File: config.mk
export PLATFORM = sky130hd
export DESIGN_NAME = sallru_ram
export DESIGN_NICKNAME = d
export VERILOG_FILES = /design/src/rtl/sallru_ram.sv
export SDC_FILE = /design/constraint.sdc
export NUM_CORES = 1
export LEC_CHECK = 0
export BUFFER_PORTS_ARGS = -buffer_cell sky130_fd_sc_hd__buf_2
export CORE_ASPECT_RATIO = 1.5
export CORE_UTILIZATION = 45
export DETAILED_ROUTE_END_ITERATION = 8
export PLACE_DENSITY = 0.72
export SETUP_SLACK_MARGIN = 0.2
export SLEW_MARGIN = 20
export SYNTH_ARGS = -nofsm -noshare
export SYNTH_HDL_FRONTEND = slang
export SYNTH_SLANG_ARGS = --single-unit
File: constraint.sdc
create_clock -name clk_i -period 4.4 [get_ports clk_i]
set_input_delay 0.88 -clock clk_i [delete_from_list [all_inputs] [get_ports clk_i]]
set_output_delay 0.88 -clock clk_i [all_outputs]
set_load 0.02 [all_outputs]
File: src/rtl/sallru_ram.sv
// ----------------------------------------------------------------------------
// Generic simple dual-port RAM
// One write port and one read port with a registered read; the read data
// holds while no read is enabled.
// ----------------------------------------------------------------------------
module sallru_ram #(
  parameter int unsigned WIDTH = 8,
  parameter int unsigned DEPTH = 16,
  localparam int unsigned AW   = (DEPTH > 1) ? $clog2(DEPTH) : 1
) (
  input  logic             clk_i,
  input  logic             we_i,
  input  logic [AW-1:0]    waddr_i,
  input  logic [WIDTH-1:0] wdata_i,
  input  logic             re_i,
  input  logic [AW-1:0]    raddr_i,
  output logic [WIDTH-1:0] rdata_o
);

  logic [WIDTH-1:0] mem_q [DEPTH];
  logic [WIDTH-1:0] rdata_q;

  always_ff @(posedge clk_i) begin
    if (we_i) begin
      mem_q[waddr_i] <= wdata_i;
    end
    if (re_i) begin
      rdata_q <= mem_q[raddr_i];
    end
  end

  assign rdata_o = rdata_q;

endmodule

==> results of run 1 <==
-- layer usage --
metal / part of all wire (%) / wire [um]
met5: 0 / 0
met4: 2.1 / 204
met3: 3.9 / 385
met2: 54 / 5270
met1: 40 / 3940
-- worst min-delay path, cell delays in order (launching register included) --
cell,delay [ns]
edfxtp_1,0.31
mux4_1,0.21
a22oi_1,0.08
nand2_1,0.06
-- cell families (layout without fill, tap and decap cells) --
| group | after synthesis | count (layout) | share of synthesized area (%) |
|---|---|---|---|
| flops | 136 | 136 | 78.1 |
| buf+inv | 10 | 60 | 1.65 |
| simple gates | 35 | 35 | 3.14 |
| mux | 32 | 32 | 14.8 |
| compound gates | 16 | 16 | 2.30 |
-- cell usage in the layout (no fill, tap or decap) --
cell	netlist	layout
a22oi_1	16	16
nor3_2	0	2
nand2_1	9	9
nand3b_1	2	2
nor2_1	13	13
buf_4	1	3
nand3_1	1	1
mux4_1	14	14
bufinv_16	0	1
nor2b_1	1	1
or3b_2	1	1
clkinv_2	0	7
clkbuf_16	0	17
clkinv_1	0	1
and2b_1	1	1
nor3_1	4	2
buf_2	3	26
nand2b_1	2	2
edfxtp_1	136	136
clkinvlp_4	0	2
clkbuf_1	0	3
mux4_2	18	18
and2_1	1	1
-- per-stage QoR --
step	area, um^2	total power [W]
after floorplan	5230	0.00157
after global placement	5490	0.00162
after detailed placement	5490	0.00163
after CTS	6010	0.00285
after global routing	6010	0.00292
final	6010	0.00284
-- power by group through the flow --
stage	Sequential (W)	Combinational (W)	Clock, W
4_1_cts	0.00147	0.000134	0.00125
3_3_place_gp	0.00149	0.000130	0
3_5_place_dp	0.00149	0.000133	0
6_report	0.00147	0.000132	0.00124
2_1_floorplan	0.00150	0.0000737	0
5_1_grt	0.00147	0.000141	0.00131
-- flip-flops by register name (all words and copies together), names as in the netlist --
name,count
mem_q,128
rdata_o,8
-- layout make-up --
type / count / area [um^2] / share of cell area [%]
multi-input cells: 83 / 1070 / 17.8
flip-flops and latches: 136 / 4080 / 68.0
well taps: 147 / 184 / 3.06
repair buffers: 29 / 153 / 2.54
clock buffers: 20 / 437 / 7.27
clock inverters: 11 / 83.8 / 1.40
-- path summary, 6_finish.rpt --
kind | startpoint | endpoint | slack (ns) | cells past startpoint
worst max register to register | mem_q[2][0] | rdata_o[0] | 2.90 | 3
worst max-delay path | raddr_i[0] | rdata_o[3] | 1.91 | 5
worst min-delay path | mem_q[11][3] | rdata_o[3] | 0.76 | 3
worst min register to register | mem_q[11][3] | rdata_o[3] | 0.76 | 3
==> reports/qor.yml, run 1 <==
drive_gt1_share_pct: 27.6
outcome: "finished clean"
use_met2_pct: 30.8
coreArea_mm2: 0.0112
fin_nets: 286
grt.busiest_layer: "met2"
yosys_warnings: 0
wl_mm: 9.80
instances_no_fill: 426
yosys_most_used_dff: "edfxtp_1"
worstPathCellList: "buf_2, buf_4, mux4_1, a22oi_1, nand2_1"
hold_viol_final: 0
setup_viol: 0
avgRoutedWirePerCell_um: 23.0
fp.dieH_um: 134
diodes: 0
antenna_left: 0
dieArea_mm2: 0.0121
clkTransAtPathRegs_ns: 0.06
grt_use_met1_pct: 20.0
io_pins: 27
synthCells: 229
hp-class: "flip-flop to flip-flop"
synth_largest_area_cell: "edfxtp_1"
async_flop_share_pct: 0
period_share_pct: 56.6
worst_path_max_delay_cell: "mux4_1"
crit_buf_inv: 2
switching_share_pct: 20.0
avgSynthCellArea_um2: 22.8
dp_hpwl_mm: 6.22
cts.sinks: 136
critPathKind: "input pin to flip-flop"
p_leak_nw: 1.98
htree_levels: 4
pwr-share-clk_pct: 43.7
ys_ff_latch: 136
yosysMostFrequentCell: "edfxtp_1"
timing.fmax_ghz: 0.402
synthTopCellsByCount: "edfxtp_1 (136), mux4_2 (18), a22oi_1 (16)"
fin_hold_ws_ns: 0.757
utilization_pct: 53.8
clk_latency_ns: 0.41
post_cts_buffers: 0
rsz0062_at_grt: "no"
synth.distinct_cells: 18
vias_per_cell: 5.65
fin_setup_tns_ns: 0
synth_edf_count: 136
grt_max_degree: 33
worstPathArrival_ns: 2.65
power_density_mw_per_mm2: 473
drt_pre_antenna_iters: 4
hold_buffers: 0
crit_path_end_kind: "flip-flop"
worst_slew_pin_slew_ns: 1.04
yosysSeqAreaShare_pct: 78.1
drt_iter0_drc: 183
switchingPower_w: 0.000567
area_delta_synth_final_pct: 14.9
nFillCells: 863
dpl.cell_count: 395
cts_inserted_buffers: 17
slowest_delay_ns: 0.59
synthTopCellsByArea: "edfxtp_1 (78%), mux4_2 (7.8%), mux4_1 (7.0%)"
grt_util_all_layers_pct: 17.5
place_ws_ns: 1.47
p_int_w: 0.00227
die_x_um: 90
clock_path_buffers: 2
start_util_pct: 46.8
rows: 47
start_kind: "input pin"
place_congestion: 0.720
grt_pass1_wl_mm: 14.8
numPortBuffers: 26
clock-root-buffer: "clkbuf_16"
post-route-worst-setup-slack_ns: 1.91
path_max_fanout: 17
gr-total-overflow: 0
sequentialPowerShare_pct: 51.7
post_cts_resized: 0
met3_usage_pct: 4.59
grt_antenna_before_repair: 0
vias: 2409
p_comb_share_pct: 4.6
synth_nets: 248
peakVddDrop_mv: 0.309
drv_cap: 0
crit_required_ns: 4.56
tritoncts: "built"
slew_viol_final: 0
drcViolationCount: 0
slew_headroom_pct: 30.1
post-route-min-period_ns: 2.49
grt_pass1_vias: 2550
synthesis.area_mm2: 0.00523
synth_top_area_share_pct: 78.1
skew_ns: 0.00594
crit_family: "buffers and inverters"
(Power assumes the default switching activity.)
==> inputs of run 2 (changes only) <==
--- a/config.mk
+++ b/config.mk
@@ -9,7 +9,7 @@
 export CORE_ASPECT_RATIO = 1.5
 export CORE_UTILIZATION = 45
 export DETAILED_ROUTE_END_ITERATION = 8
-export PLACE_DENSITY = 0.72
+export PLACE_DENSITY = 0.74
 export SETUP_SLACK_MARGIN = 0.2
 export SLEW_MARGIN = 20
 export SYNTH_ARGS = -nofsm -noshare
==> constraint.sdc (replaced) <==
create_clock -name clk_i -period 2.1 [get_ports clk_i]
set_input_delay 0.42 -clock clk_i [delete_from_list [all_inputs] [get_ports clk_i]]
set_output_delay 0.42 -clock clk_i [all_outputs]
set_load 0.02 [all_outputs]
==> run 2 against run 1 <==
Count of clock-buffer cells in the layout is 1 lower. Final area up 3.1%. Total power is 110% higher. Sequential power is 110% higher. Highest routed layer unchanged. Global-route usage rose by 0.49 points. Sequential share of layout area down 2.0 points. Critical endpoint is now rdata_o[5].
==> reports/qor.yml, run 2 (synthesized netlist as in run 1, its figures left out) <==
crit_required_ns: 2.25  # -2.31 ns
drv_cap: 0  # unchanged
worstPathCellList: "buf_2, buf_12, mux4_1, a22oi_1, nand2_1"
r2r_start: "mem_q[1][5]"
drive_gt1_share_pct: 31.3  # +3.7 points
drcViolationCount: 0  # unchanged
peakVddDrop_mv: 0.702  # +130%
drt_iter0_drc: 208  # +14%
slew_headroom_pct: 71.2  # +41 points
slowest_delay_ns: 0.57  # -0.02 ns
worst_hold_startpoint: "re_i"
fin_setup_tns_ns: 0  # unchanged
design_area_mm2: 0.00619  # +3.1%
hold_buffers: 0  # unchanged
worst_slew_pin_slew_ns: 0.430  # -0.614 ns
period_share_pct: 73.2
post_cts_resized: 0  # unchanged
outcome: "finished clean"
dpl_cell_area_mm2: 0.00565  # +3.0%
antenna_left: 0  # unchanged
area_delta_synth_final_pct: 18.5
path_max_fanout: 19  # +2
coreArea_mm2: 0.0112  # unchanged
hold_viol_final: 0  # unchanged
slew_viol_final: 0  # unchanged
instances_no_fill: 444  # +4.2%
post-route-worst-setup-slack_ns: 0.562  # -1.35 ns
gr-total-overflow: 0  # unchanged
post-route-min-period_ns: 1.54
worstPathArrival_ns: 1.69  # -0.96 ns
largest_reg_flops: 128  # unchanged
skew_ns: 0.00613  # +0.000193 ns
largest-register: "mem_q"
rsz0062_at_grt: "no"
timing.critical_path.from: "raddr_i[0]"
tritoncts: "built"
fin_nets: 305  # +6.6%
start_util_pct: 46.8  # unchanged
grt_max_degree: 33  # unchanged
p_leak_nw: 2.09  # +5.5%
start_kind: "input pin"
vias_per_cell: 5.60  # -0.95%
critPathKind: "input pin to flip-flop"
grt_util_all_layers_pct: 18.0  # +0.49 points
power_density_mw_per_mm2: 982  # +110%
clock-root-buffer: "clkbuf_16"
final_cell_mix: "edfxtp_1 (136), buf_2 (26), buf_4 (20), mux4_2 (18), clkbuf_16 (17)"
dp_hpwl_mm: 6.44  # +3.6%
timing.fmax_ghz: 0.650
numPortBuffers: 26  # unchanged
layout_commonest_cell: "edfxtp_1"
cts.sinks: 136  # unchanged
clock_path_buffers: 2  # unchanged
hp-class: "input pin to flip-flop"
clk_latency_ns: 0.41  # about the same
place_congestion: 0.759  # +5.4%
setup_viol: 0  # unchanged
die_x_um: 90  # unchanged
cts_inserted_buffers: 17  # unchanged
dieArea_mm2: 0.0121  # unchanged
place_ws_ns: 0.137  # -1.33 ns
dpl.cell_count: 414  # +4.8%
io_pins: 27  # unchanged
post_cts_buffers: 0  # unchanged
fp.dieH_um: 134  # unchanged
clkTransAtPathRegs_ns: 0.05  # about the same
crit_path_end_kind: "flip-flop"
drt_pre_antenna_iters: 4  # unchanged
vias: 2487  # +3.2%
grt_antenna_before_repair: 0  # unchanged
rows: 47  # unchanged
diodes: 0  # unchanged
grt_pass1_wl_mm: 15.1  # +2.2%
htree_levels: 4  # unchanged
grt_pass1_vias: 2629  # +3.1%
worst_path_max_delay_cell: "mux4_1"
avgRoutedWirePerCell_um: 22.0  # -4.2%
wl_mm: 9.79  # -0.15%
==> run 2: cell count changes in the layout (fill, tap and decap cells not counted), sizes merged <==
| cell | delta |
|---|---|
| bufinv | +1 |
| buf | +19 |
| clkinvlp | +1 |
| clkbuf | -1 |
| clkinv | -2 |
==> run 2: critical path, delay by kind of cell <==
kind            cells  cell delay [ns]
compound gates      1             0.25
mux                 1             0.57
simple gates        1             0.11
buf+inv             2             0.33
==> run 2: metal layers <==
metal  track usage (%)  share of wire [%]
met3              4.93                4.8
met2              30.4                 54
met4              10.7                2.5
met5                 0                  0
met1              20.4                 38
==> run 2: path summary, 6_finish.rpt <==
| path | end | slack, ns | cells after the start |
|---|---|---|---|
| max reg2reg | rdata_o[5] | 0.58 | 3 |
| max | rdata_o[5] | 0.56 | 5 |
| min | rdata_o[0] | 0.38 | 1 |
| min reg2reg | rdata_o[3] | 0.75 | 3 |
==> run 2: final cells by class <==
cell class              count  area (um^2)
fillers                   837         4980
well taps                 147          184
flip-flops and latches    136         4080
repair buffers             48          320
multi-input cells          83         1060
clock buffers              19          433
clock inverters            11          109
==> run 2: where the power goes <==
part / switching [W] / leakage (nW) / internal [W]
sequential: 0.0000154 / 1.24 / 0.00306
combinational: 0.000170 / 0.599 / 0.000124
clock: 0.000999 / 0.257 / 0.00171
total: 0.00118 / 2.09 / 0.00489
==> run 2: stage by stage <==
stage               power, W  hold slack, ns  util, %
finish               0.00608           0.376     55.4
CTS                  0.00613           0.367     55.4
global placement     0.00342           0.725     50.6
floorplan            0.00330           0.519        -
global route         0.00627           0.369     55.4
detailed placement   0.00343           0.738     50.6
