<file path="config.mk">
export PLATFORM = sky130hd
export DESIGN_NAME = sallru_way_sel
export DESIGN_NICKNAME = d
export VERILOG_FILES = /design/src/rtl/sallru_pkg.sv /design/src/rtl/sallru_way_sel.sv
export SDC_FILE = /design/constraint.sdc
export NUM_CORES = 1
export LEC_CHECK = 0
export BUFFER_PORTS_ARGS = -buffer_cell sky130_fd_sc_hd__buf_2
export CAP_MARGIN = 20
export CORE_AREA = 2 2 95 97
export DETAILED_ROUTE_END_ITERATION = 10
export DIE_AREA = 0 0 97 99
export MAX_ROUTING_LAYER = met4
export PLACE_DENSITY = 0.78
export SETUP_SLACK_MARGIN = 0.2
export SLEW_MARGIN = 10
export SYNTH_ARGS = -nofsm -noshare
export SYNTH_HDL_FRONTEND = slang
export SYNTH_SLANG_ARGS = --single-unit
</file>
<file path="constraint.sdc">
create_clock -name vclk -period 3.4
set_input_delay 0 -clock vclk [all_inputs]
set_output_delay 0 -clock vclk [all_outputs]
set_load 0.02 [all_outputs]
</file>
<file path="src/rtl/sallru_pkg.sv">
// ----------------------------------------------------------------------------
// Set-associative LRU lookup package
// Field widths, default sizes and the result type that the lookup unit and its
// channel interfaces share.
// ----------------------------------------------------------------------------
package sallru_pkg;

  // Fixed widths of the request and response fields.
  localparam int unsigned SET_INDEX_W = 6;
  localparam int unsigned TAG_IN_W    = 24;
  localparam int unsigned OUTCOME_W   = 2;
  localparam int unsigned WAY_OUT_W   = 2;

  // Default geometry of the cache directory.
  localparam int unsigned SETS_DEF     = 64;
  localparam int unsigned WAYS_DEF     = 4;
  localparam int unsigned TAG_BITS_DEF = 24;

  typedef enum logic [OUTCOME_W-1:0] {
    OUTCOME_HIT      = 2'd0,
    OUTCOME_COLD     = 2'd1,
    OUTCOME_CONFLICT = 2'd2
  } outcome_e;

  typedef struct packed {
    outcome_e               outcome;
    logic [WAY_OUT_W-1:0]   way;
  } sallru_result_t;

endpackage

</file>
<file path="src/rtl/sallru_way_sel.sv">
// ----------------------------------------------------------------------------
// Set-associative LRU way selection
// Compares the tag against every way of one set row, picks the hit, cold or
// victim way and produces the updated row with that way made most recent.
// ----------------------------------------------------------------------------
module sallru_way_sel #(
  parameter int unsigned WAYS     = sallru_pkg::WAYS_DEF,
  parameter int unsigned TAG_BITS = sallru_pkg::TAG_BITS_DEF,
  localparam int unsigned WB      = (WAYS > 1) ? $clog2(WAYS) : 1
) (
  input  logic [TAG_BITS-1:0]           tag_i,
  input  logic [WAYS-1:0]               valid_i,
  input  logic [WAYS-1:0][TAG_BITS-1:0] tags_i,
  input  logic [WAYS-1:0][WB-1:0]       ranks_i,
  output logic [WAYS-1:0]               valid_o,
  output logic [WAYS-1:0][TAG_BITS-1:0] tags_o,
  output logic [WAYS-1:0][WB-1:0]       ranks_o,
  output sallru_pkg::sallru_result_t    result_o
);
  import sallru_pkg::*;

  logic [WAYS-1:0] hit_vec;
  logic [WAYS-1:0] lru_vec;
  logic [WB-1:0]   hit_way;
  logic [WB-1:0]   inv_way;
  logic [WB-1:0]   lru_way;
  logic [WB-1:0]   chosen;
  logic [WB-1:0]   old_rank;
  outcome_e        outcome;

  always_comb begin
    hit_way = '0;
    inv_way = '0;
    lru_way = '0;
    for (int w = 0; w < WAYS; w++) begin
      hit_vec[w] = valid_i[w] && (tags_i[w] == tag_i);
      lru_vec[w] = (ranks_i[w] == '0);
    end
    // Descending scan so that the lowest matching way wins.
    for (int w = WAYS - 1; w >= 0; w--) begin
      if (hit_vec[w]) begin
        hit_way = WB'(w);
      end
      if (!valid_i[w]) begin
        inv_way = WB'(w);
      end
      if (lru_vec[w]) begin
        lru_way = WB'(w);
      end
    end

    if (|hit_vec) begin
      outcome = OUTCOME_HIT;
      chosen  = hit_way;
    end else if (!(&valid_i)) begin
      outcome = OUTCOME_COLD;
      chosen  = inv_way;
    end else begin
      outcome = OUTCOME_CONFLICT;
      chosen  = lru_way;
    end

    old_rank = ranks_i[chosen];

    for (int w = 0; w < WAYS; w++) begin
      valid_o[w] = valid_i[w];
      tags_o[w]  = tags_i[w];
      if (WB'(w) == chosen) begin
        ranks_o[w] = WB'(WAYS - 1);
        if (outcome != OUTCOME_HIT) begin
          valid_o[w] = 1'b1;
          tags_o[w]  = tag_i;
        end
      end else if (ranks_i[w] > old_rank) begin
        ranks_o[w] = ranks_i[w] - 1'b1;
      end else begin
        ranks_o[w] = ranks_i[w];
      end
    end

    result_o.outcome = outcome;
    result_o.way     = WAY_OUT_W'(chosen);
  end

endmodule

</file>
==> reports/qor.log, run 1 <==
INFO  setup_path     critical-path-slowest-cell=sky130_fd_sc_hd__or4_4
INFO  detailed_routing detail_route.iter0.violations=215
INFO  synth          synthTopCellsByCount=sky130_fd_sc_hd__xnor2_1 (66), sky130_fd_sc_hd__mux2_2 (45), sky130_fd_sc_hd__mux2_4 (39), sky130_fd_sc_hd__xor2_1 (33), sky130_fd_sc_hd__nand4_1 (27)
INFO  detailed_routing routed_via_density=5.48
INFO  grt            global_route_wire_length_before_repair=21600µm
INFO  sta            layout_worst_path_cycle_share=89.0%
INFO  layout         n_fill_cell=813
INFO  synth          post_synth_instance_area=3370µm²
INFO  layout         final_layout_size_suffix_gt1_share=60.9%
INFO  layout         postLayoutCellArea=4780µm²
INFO  synth          synthesized_nets=535
INFO  placement      place_area=4640µm²
INFO  detailed_routing drt_drc_violations_left=0
INFO  power          static-leakage-power=2.28nW
INFO  synth          syn-mean-instance-area=8.62µm²
INFO  setup_path     cpLargestDelayFamily=simple AND/OR/NAND/NOR gates
INFO  setup_path     timing.critical_path.fanout_max=8
INFO  floorplan      floorplan.initialDensity=39.4%
INFO  detailed_routing detail_route.wirelength=14300µm
INFO  setup_path     worst_setup_path_start_kind=primary input
INFO  placement      detailedPlace.worstSlack=0.0583ns
INFO  synth          yosysSeqAreaShare=0%
INFO  grt            global_route.usage.total=28.6%
INFO  floorplan      design.core.area=8550µm²
INFO  synth          netlist_top_cells_area=sky130_fd_sc_hd__mux2_4 (17%), sky130_fd_sc_hd__xnor2_1 (17%), sky130_fd_sc_hd__mux2_2 (15%)
INFO  min_path       hold_start=tags_i[34]
INFO  setup_path     critPathLaunch=tag_i[19]
INFO  floorplan      fp.dieH=99µm
INFO  placement      gp_routability_congestion=0.954
INFO  min_path       hold_path_class=primary input to primary output
INFO  sta            setup-tns-final=0ns
INFO  floorplan      pin_count=244
INFO  placement      hpwlAfterDp=12100µm
INFO  synth          synthesis.instances=391
INFO  grt            grt_start_max_net_pins=26
INFO  sta            hold_viol=0
INFO  setup_path     critical_path_buf_inv_count=4
INFO  grt            grt_pass1_vias=4093
INFO  setup_path     worst-endpoint-arrival=3.03ns
INFO  grt            grt_antenna_before_repair=0
INFO  layout         nFlopsAndLatches=0
INFO  placement      dp.cells=724
INFO  synth          synth_top_cell_by_area=sky130_fd_sc_hd__mux2_4
INFO  detailed_routing wl_per_cell=19.7µm
INFO  setup_path     worst_path_largest_cell_delay=0.54ns
INFO  sta            timing.final.max_slew_violations=0
INFO  synth          yosysWarnings=0
INFO  floorplan      floorplan.die.width=97µm
INFO  setup_path     worstSetupPathType=primary input to primary output
INFO  layout         num_antenna_cells=0
INFO  sta            worstMarginPinSlew=0.493ns
INFO  layout         clock_buffer_count=0
INFO  sta            layout_min_cycle_time=3.03ns
INFO  layout         fin_cells=725
INFO  sta            timing.final.setup_violations=0
INFO  layout         syn2layout_area_growth=41.7%
INFO  detailed_routing dr.pass1.iters=4
INFO  detailed_routing drt.antenna.violating_nets=0
INFO  sta            setup_slack=0.373ns
INFO  layout         design.final.nets=763
INFO  setup_path     required=3.40ns
INFO  synth          yosysTopAreaCellShare=17.4%
INFO  layout         final-seq-area=0µm²
INFO  synth          synth_cell_type_count=41
INFO  power          vdd_ir_drop_max=0.105mV
INFO  sta            unrepaired_setup_endpoints_after_global_routing=false
INFO  placement      port_buffers=244
INFO  power          pwr_cell_area=195nW/µm²
INFO  setup_path     crit_chain=buf_2 -> xor2_1 -> nor4_1 -> buf_4 -> nand3_1 -> or4_4 -> a31oi_4 -> buf_4 -> o221a_4 -> ha_1 -> nand2_1 -> o21ai_1 -> nand2_1 -> o21ai_0 -> a311o_1 -> buf_2
INFO  floorplan      floorplan.rows=34
INFO  outcome        run_status=finished clean
INFO  flow_run       max_cap_viol_count=0
INFO  sta            slew-limit-headroom=66.7%
INFO  sta            max_freq=0.330GHz
INFO  floorplan      die_outline_area=9600µm²
INFO  power          total_power=932µW
INFO  setup_path     worstSetupEndpointType=primary output
INFO  grt            overflow_after_grt=0
INFO  detailed_routing overall_via_count_from_detail_route=3971
INFO  synth          synth_most_common_cell=sky130_fd_sc_hd__xnor2_1
layout make-up:
class / count / area, µm² / share of cell area (%)
multi-input cells: 345 / 3240 / 67.8
well taps: 108 / 135 / 2.83
inverters: 11 / 41.3 / 0.865
repair buffers: 261 / 1360 / 28.5
through the flow:
step                      hold WS, ns  utilization [%]
after floorplan                 0.130                -
after global placement          0.353             54.3
after detailed placement        0.362             54.3
after CTS                       0.364             54.4
after global routing            0.380             55.9
final                           0.361             55.9
cells in the final DEF, fill, tap and decap left out, types with 11 or more instances in the layout:
master,count
sky130_fd_sc_hd__mux2_1,12
sky130_fd_sc_hd__ha_1,12
sky130_fd_sc_hd__xor2_1,33
sky130_fd_sc_hd__mux2_2,45
sky130_fd_sc_hd__nand4_1,27
sky130_fd_sc_hd__buf_2,244
sky130_fd_sc_hd__xnor2_1,60
sky130_fd_sc_hd__buf_4,16
sky130_fd_sc_hd__nor4_1,12
sky130_fd_sc_hd__inv_1,11
sky130_fd_sc_hd__nand2_1,18
sky130_fd_sc_hd__mux2_4,39
routing by layer:
metal | global-route usage (%) | routed length, µm | vias up
met5 | - | 0 | -
met4 | 3.03 | 150 | 0
met3 | 2.13 | 935 | 9
met2 | 52.1 | 7380 | 197
met1 | 35.7 | 5820 | 1895
li1 | - | - | 1870
power by group:
part | switching [mW] | internal, mW
sequential | 0 | 0
combinational | 0.530 | 0.402
clock | 0 | 0
path summary, 6_finish.rpt:
kind	end	slack [ns]	cells past startpoint
worst max-delay path	ranks_o[3]	0.37	16
worst min-delay path	tags_o[34]	0.36	3
logic make-up (layout without fill, tap and decap cells):
logic type	Yosys count	count (layout)	synth area share, %
buffers and inverters	46	272	8.02
AO/OA/AOI/OAI	25	25	5.20
XOR/XNOR	100	100	26.2
AND/OR/NAND/NOR	110	110	19.1
adder cells (fa/ha/maj)	12	12	4.45
multiplexers	98	98	37.0
repair_timing:
action | 4_1_cts | 5_1_grt
hold buffers | 0 | 0
resized for setup | 6 | 21
setup endpoints to repair | 8 | 8
setup buffers | 0 | 1
pin swaps | 0 | 3
Power figures use the tool's default switching activity.
==> run 2, diff against run 1 <==
--- a/config.mk
+++ b/config.mk
@@ -7,11 +7,13 @@
 export LEC_CHECK = 0
 export BUFFER_PORTS_ARGS = -buffer_cell sky130_fd_sc_hd__buf_2
 export CAP_MARGIN = 20
-export CORE_AREA = 2 2 95 97
+export CELL_PAD_IN_SITES_DETAIL_PLACEMENT = 1
+export CELL_PAD_IN_SITES_GLOBAL_PLACEMENT = 2
+export CORE_MARGIN = 1
+export CORE_UTILIZATION = 22
 export DETAILED_ROUTE_END_ITERATION = 10
-export DIE_AREA = 0 0 97 99
 export MAX_ROUTING_LAYER = met4
-export PLACE_DENSITY = 0.78
+export PLACE_DENSITY_LB_ADDON = 0.1
 export SETUP_SLACK_MARGIN = 0.2
 export SLEW_MARGIN = 10
 export SYNTH_ARGS = -nofsm -noshare
==> constraint.sdc (replaced) <==
create_clock -name vclk -period 3.4
set_input_delay 0.51 -clock vclk [all_inputs]
set_output_delay 0.51 -clock vclk [all_outputs]
set_load 0.02 [all_outputs]
==> reports/qor.log, run 2 (synthesis results as in run 1) <==
INFO  detailed_routing drt.antenna.violating_nets=0
INFO  layout         syn2layout_area_growth=121%
INFO  detailed_routing overall_via_count_from_detail_route=4482
INFO  sta            layout_worst_path_cycle_share=114%
INFO  sta            timing.final.setup_violations=109
INFO  setup_path     worstSetupEndpointType=primary output
INFO  clock_tree     cts_hold_buf=0
INFO  detailed_routing drt_drc_violations_left=0
INFO  floorplan      die_outline_area=15800µm²
INFO  setup_path     worst-endpoint-arrival=3.38ns
INFO  placement      port_buffers=244
INFO  placement      dp.cells=906
INFO  power          pwr_cell_area=196nW/µm²
INFO  outcome        violated_checks=negative setup slack
INFO  layout         final_layout_size_suffix_gt1_share=77.9%
INFO  layout         num_antenna_cells=0
INFO  floorplan      floorplan.rows=44
INFO  layout         design.final.nets=901
INFO  placement      detailedPlace.worstSlack=-0.753ns
INFO  layout         final_util=50.5%
INFO  power          vdd_ir_drop_max=0.0913mV
INFO  grt            met2_usage=43.6%
INFO  detailed_routing detail_route.iter0.violations=114
INFO  sta            worstMarginPinSlew=0.454ns
INFO  placement      hpwlAfterDp=15300µm
INFO  outcome        run_status=finished with violations
INFO  layout         most_frequent_standard_cell_in_the_layout_excluding_fill_and_tap_cells=sky130_fd_sc_hd__buf_2
INFO  sta            layout_min_cycle_time=3.89ns
INFO  setup_path     worst_setup_path_start_kind=primary input
INFO  sta            max_freq=0.257GHz
INFO  grt            globalRouteMet1Util=28.8%
INFO  detailed_routing routed_via_density=4.77
INFO  floorplan      fp.dieH=126µm
INFO  min_path       hold_path_class=primary input to primary output
INFO  detailed_routing detail_route.wirelength=19400µm
INFO  sta            unrepaired_setup_endpoints_after_global_routing=true
INFO  layout         fin_cells=939
INFO  grt            grt_start_max_net_pins=16
INFO  detailed_routing dr.pass1.iters=4
INFO  floorplan      pin_count=244
INFO  sta            setup_slack=-0.489ns
INFO  setup_path     worstSetupPathType=primary input to primary output
INFO  floorplan      floorplan.die.width=126µm
INFO  sta            timing.final.max_slew_violations=0
INFO  floorplan      floorplan.initialDensity=22.8%
INFO  grt            global_route.usage.total=23.7%
INFO  grt            global_route_wire_length_before_repair=28200µm
INFO  power          static-leakage-power=3.49nW
INFO  sta            setup-tns-final=-29.73ns
INFO  detailed_routing wl_per_cell=20.6µm
INFO  sta            slew-limit-headroom=69.6%
INFO  grt            grt_pass1_vias=4889
INFO  sta            hold_viol=0
INFO  grt            overflow_after_grt=0
INFO  flow_run       max_cap_viol_count=0
INFO  setup_path     required=2.89ns
INFO  layout         nFlopsAndLatches=0
INFO  floorplan      design.core.area=14800µm²
INFO  grt            grt_antenna_before_repair=0
INFO  setup_path     timing.critical_path.fanout_max=6
INFO  grt            globalRoute.busiestLayer=met2
INFO  layout         clock_buffer_count=0
INFO  layout         final_cell_mix=sky130_fd_sc_hd__buf_2 (159), sky130_fd_sc_hd__buf_4 (125), sky130_fd_sc_hd__buf_6 (91)
INFO  grt            grt_util_met3=2.04%
INFO  layout         final-seq-area=0µm²
INFO  placement      gp_routability_congestion=0.854
## run 2: changes by cell type in the layout (fill, tap and decap cells not counted), sizes merged
cell	previous run	this run
buf	261	394
clkbuf	0	2
nor2	10	13
## run 2: where the power goes
| group | internal (mW) | leakage (nW) | total (mW) | switching, mW |
|---|---|---|---|---|
| clock network | 0 | 0 | 0 | 0 |
| registers | 0 | 0 | 0 | 0 |
| logic | 0.770 | 3.49 | 1.46 | 0.687 |
| total | 0.770 | 3.49 | 1.46 | 0.687 |
## run 2: timing repair
item | in CTS | in global routing
resized for setup | 150 | 144
setup endpoints to repair | 107 | 108
cloned | 6 | 1
setup buffers | 17 | 9
pin swaps | 40 | 36
## run 2: area by class of cell
type,count,area (µm²)
Inverter,11,41.3
Timing Repair Buffer,396,3180
Fill cell,1713,7310
Tap cell,184,230
Multi-Input combinational cell,348,3990
## run 2: path summary, 6_finish.rpt
path | end | from | cells after the start | slack [ns]
setup / recovery | ranks_o[2] | tag_i[8] | 14 | -0.49
hold / removal | tags_o[45] | tags_i[45] | 3 | 1.35
## run 2: critical path, cell delays in order
cell and delay [ns]:
sky130_fd_sc_hd__buf_4 0.17, sky130_fd_sc_hd__xor2_2 0.21, sky130_fd_sc_hd__nor4_2 0.34, sky130_fd_sc_hd__nand3_1 0.19, sky130_fd_sc_hd__or4_4 0.49, sky130_fd_sc_hd__a31oi_4 0.22, sky130_fd_sc_hd__buf_6 0.13, sky130_fd_sc_hd__o221a_4 0.22
sky130_fd_sc_hd__ha_4 0.20, sky130_fd_sc_hd__nand2_2 0.06, sky130_fd_sc_hd__o21ai_2 0.07, sky130_fd_sc_hd__xnor2_1 0.12, sky130_fd_sc_hd__a311o_1 0.29, sky130_fd_sc_hd__buf_6 0.14
## run 2: stage by stage
stage	total power [mW]	hold WS, ns	area [µm²]
4_1_cts	1.34	1.37	6800
6_report	1.46	1.35	7450
3_5_place_dp	1.13	1.38	5910
3_3_place_gp	1.11	1.38	5910
2_1_floorplan	0.674	1.15	3710
5_1_grt	1.54	1.37	7450
## run 2: routing by layer
layer | up-vias | wire (µm)
met1 | 2156 | 8220
met3 | 12 | 838
met4 | 0 | 255
met2 | 171 | 10100
met5 | - | 0
li1 | 2143 | -
==> run 3, diff against run 2 <==
--- a/config.mk
+++ b/config.mk
@@ -5,12 +5,13 @@
 export SDC_FILE = /design/constraint.sdc
 export NUM_CORES = 1
 export LEC_CHECK = 0
+export ABC_AREA = 1
 export BUFFER_PORTS_ARGS = -buffer_cell sky130_fd_sc_hd__buf_2
 export CAP_MARGIN = 20
 export CELL_PAD_IN_SITES_DETAIL_PLACEMENT = 1
 export CELL_PAD_IN_SITES_GLOBAL_PLACEMENT = 2
 export CORE_MARGIN = 1
-export CORE_UTILIZATION = 22
+export CORE_UTILIZATION = 19
 export DETAILED_ROUTE_END_ITERATION = 10
 export MAX_ROUTING_LAYER = met4
 export PLACE_DENSITY_LB_ADDON = 0.1
==> reports/qor.log, run 3 <==
INFO  power          total_power=1.24mW
INFO  setup_path     required=2.89ns
INFO  grt            global_route_wire_length_before_repair=35500µm
INFO  synth          syn-mean-instance-area=4.83µm²
INFO  sta            timing.final.max_slew_violations=0
INFO  placement      place_area=6210µm²
INFO  power          seqPwrFrac=0%
INFO  synth          synthTopCellsByCount=sky130_fd_sc_hd__nand2_1 (401), sky130_fd_sc_hd__inv_1 (107), sky130_fd_sc_hd__nor2_1 (86), sky130_fd_sc_hd__o21ai_2 (28), sky130_fd_sc_hd__xnor2_1 (27)
INFO  grt            globalRouteMet1Util=28.4%
INFO  setup_path     worst_setup_path_start_kind=primary input
INFO  grt            met2_usage=39.7%
INFO  layout         final-seq-area=0µm²
INFO  layout         postLayoutCellArea=6990µm²
INFO  grt            grt_util_met3=1.79%
INFO  sta            setup_slack=-0.113ns
INFO  layout         clock_buffer_count=0
INFO  floorplan      pin_count=244
INFO  setup_path     worst_path_largest_cell_delay=0.26ns
INFO  sta            hold_viol=0
INFO  setup_path     cpLargestDelayFamily=simple AND/OR/NAND/NOR gates
INFO  min_path       worst_hold_path.endpoint=tags_o[52]
INFO  power          pwr_cell_area=177nW/µm²
INFO  detailed_routing drt_drc_violations_left=0
INFO  setup_path     critPathLaunch=tag_i[0]
INFO  grt            grt_start_max_net_pins=27
INFO  floorplan      die_outline_area=21300µm²
INFO  placement      gp_routability_congestion=0.795
INFO  min_path       hold_path_class=primary input to primary output
INFO  power          static-leakage-power=4.18nW
INFO  detailed_routing drt.antenna.violating_nets=0
INFO  flow_run       max_cap_viol_count=0
INFO  layout         syn2layout_area_growth=78.0%
INFO  sta            worstMarginPinSlew=0.340ns
INFO  placement      detailedPlace.worstSlack=-0.312ns
INFO  synth          yosysTopAreaCellShare=38.3%
INFO  floorplan      floorplan.rows=52
INFO  synth          synth_top_cell_by_area=sky130_fd_sc_hd__nand2_1
INFO  detailed_routing overall_via_count_from_detail_route=5957
INFO  setup_path     critical_path_buf_inv_count=4
INFO  sta            max_freq=0.285GHz
INFO  detailed_routing dr.pass1.iters=4
INFO  setup_path     critical-path-slowest-cell=sky130_fd_sc_hd__or2_4
INFO  grt            grt_antenna_before_repair=2
INFO  floorplan      design.core.area=20200µm²
INFO  setup_path     worst-endpoint-arrival=3.00ns
INFO  min_path       hold_start=tags_i[52]
INFO  layout         final_layout_size_suffix_gt1_share=46.2%
INFO  sta            layout_worst_path_cycle_share=103%
INFO  sta            timing.final.setup_violations=8
INFO  power          netSwitchingPower=730µW
INFO  grt            grt_pass1_vias=6259
INFO  floorplan      floorplan.die.width=146µm
INFO  power          power.share.clock=0%
INFO  floorplan      fp.dieH=146µm
INFO  sta            unrepaired_setup_endpoints_after_global_routing=true
INFO  floorplan      floorplan.initialDensity=19.4%
INFO  synth          yosysWarnings=0
INFO  setup_path     timing.critical_path.fanout_max=6
INFO  power          vdd_ir_drop_max=0.104mV
INFO  placement      port_buffers=244
INFO  sta            layout_min_cycle_time=3.51ns
INFO  synth          synth_cell_type_count=34
INFO  outcome        run_status=finished with violations
INFO  setup_path     worstSetupEndpointType=primary output
INFO  synth          netlist_top_cells_area=sky130_fd_sc_hd__nand2_1 (38%), sky130_fd_sc_hd__inv_1 (10%), sky130_fd_sc_hd__nor2_1 (8.2%)
INFO  layout         final_cell_mix=sky130_fd_sc_hd__nand2_1 (370), sky130_fd_sc_hd__buf_2 (212), sky130_fd_sc_hd__buf_4 (99)
INFO  setup_path     worstSetupPathType=primary input to primary output
INFO  synth          yosysSeqAreaShare=0%
INFO  synth          synthesis.instances=813
INFO  power          switching_share=58.9%
INFO  grt            globalRoute.busiestLayer=met2
INFO  synth          post_synth_instance_area=3930µm²
INFO  grt            global_route.usage.total=22.3%
INFO  power          pwr-share-comb=100.0%
INFO  setup_path     crit_chain=buf_8 -> buf_6 -> xor2_4 -> nor2_4 -> nand2_2 -> nor2_1 -> nand2_1 -> nor2_4 -> nor2_8 -> nand3_4 -> nand2_8 -> buf_4 -> nand3_1 -> nand2_1 -> nor2_4 -> ha_1 -> nand2_1 -> o21ai_2 -> or2_4 -> nand3_4 -> buf_6
INFO  detailed_routing routed_via_density=4.21
INFO  sta            slew-limit-headroom=77.2%
INFO  layout         most_frequent_standard_cell_in_the_layout_excluding_fill_and_tap_cells=sky130_fd_sc_hd__nand2_1
INFO  power          internal_power=509µW
INFO  clock_tree     cts_hold_buf=0
INFO  detailed_routing detail_route.wirelength=23300µm
INFO  synth          synth_most_common_cell=sky130_fd_sc_hd__nand2_1
INFO  min_path       hold_depth=4
INFO  layout         nFlopsAndLatches=0
INFO  detailed_routing detail_route.iter0.violations=189
INFO  detailed_routing wl_per_cell=16.5µm
INFO  synth          synthesized_nets=957
INFO  layout         design.final.nets=1288
INFO  outcome        violated_checks=negative setup slack
INFO  grt            overflow_after_grt=0
INFO  placement      hpwlAfterDp=19800µm
INFO  sta            hold-worst-slack=1.36ns
## run 3: cell types whose count changed in the layout (fill, tap and decap cells not counted), moves of 30 or more
cell / change
sky130_fd_sc_hd__inv_1: +87
sky130_fd_sc_hd__nand2_1: +358
sky130_fd_sc_hd__buf_2: +53
sky130_fd_sc_hd__nor2_1: +48
sky130_fd_sc_hd__mux2_4: -63
sky130_fd_sc_hd__buf_6: -67
sky130_fd_sc_hd__mux2_2: -30
## run 3: worst max-delay path by stage
stage	to	slack, ns	depth (start not counted)
6_report	ranks_o[2]	-0.11	21
5_1_grt	ranks_o[1]	-0.29	22
4_1_cts	ranks_o[2]	-0.11	21
3_5_place_dp	ranks_o[6]	-0.31	22
3_3_place_gp	ranks_o[2]	-0.27	21
2_1_floorplan	ranks_o[0]	0.20	22
## run 3: logic make-up after synthesis
kind of cell	synth area share, %
adders and majority gates	3.82
and+or+nand+nor	58.5
buffers and inverters	17.5
AOI/OAI and AO/OA	13.1
xor gates and xnor gates	7.13
## run 3: area by class of cell
class | instances | area (µm²)
fillers | 2741 | 13200
repair buffers | 353 | 2420
inverters | 128 | 500
multi-input cells | 661 | 3730
diodes | 2 | 5.00
well taps | 270 | 338
## run 3: power groups by stage
stage | sequential [mW] | combinational, mW | clock [mW]
6_report | 0 | 1.24 | 0.0000000788
5_1_grt | 0 | 1.35 | 0.0000000787
4_1_cts | 0 | 1.19 | 0
3_5_place_dp | 0 | 1.10 | 0
3_3_place_gp | 0 | 1.10 | 0
2_1_floorplan | 0 | 0.609 | 0
## run 3: worst min-delay path, cell delays in order
cell and delay [ns]:
sky130_fd_sc_hd__buf_2 0.10, sky130_fd_sc_hd__nand2_1 0.05, sky130_fd_sc_hd__nand2_1 0.04, sky130_fd_sc_hd__buf_2 0.15
## run 3: per-layer routing
metal | vias to the layer above | wire, µm
li1 | 3109 | -
met5 | - | 0
met4 | 0 | 104
met2 | 149 | 11600
met1 | 2695 | 10600
met3 | 4 | 1010
## run 3: what timing repair did
item	4_1_cts	5_1_grt
gates resized for setup	101	83
pin swaps	42	43
buffers inserted	2	9
setup endpoints to repair	89	105
cloned	0	0
## run 3: stage by stage
step / util (%) / TNS, ns / instances
global route: 34.6 / -1.97 / 1414
global placement: 30.7 / -1.99 / 1401
floorplan: - / 0 / 813
finish: 34.6 / -0.526 / 1414
detailed placement: 30.7 / -2.31 / 1401
CTS: 32.6 / -0.853 / 1403
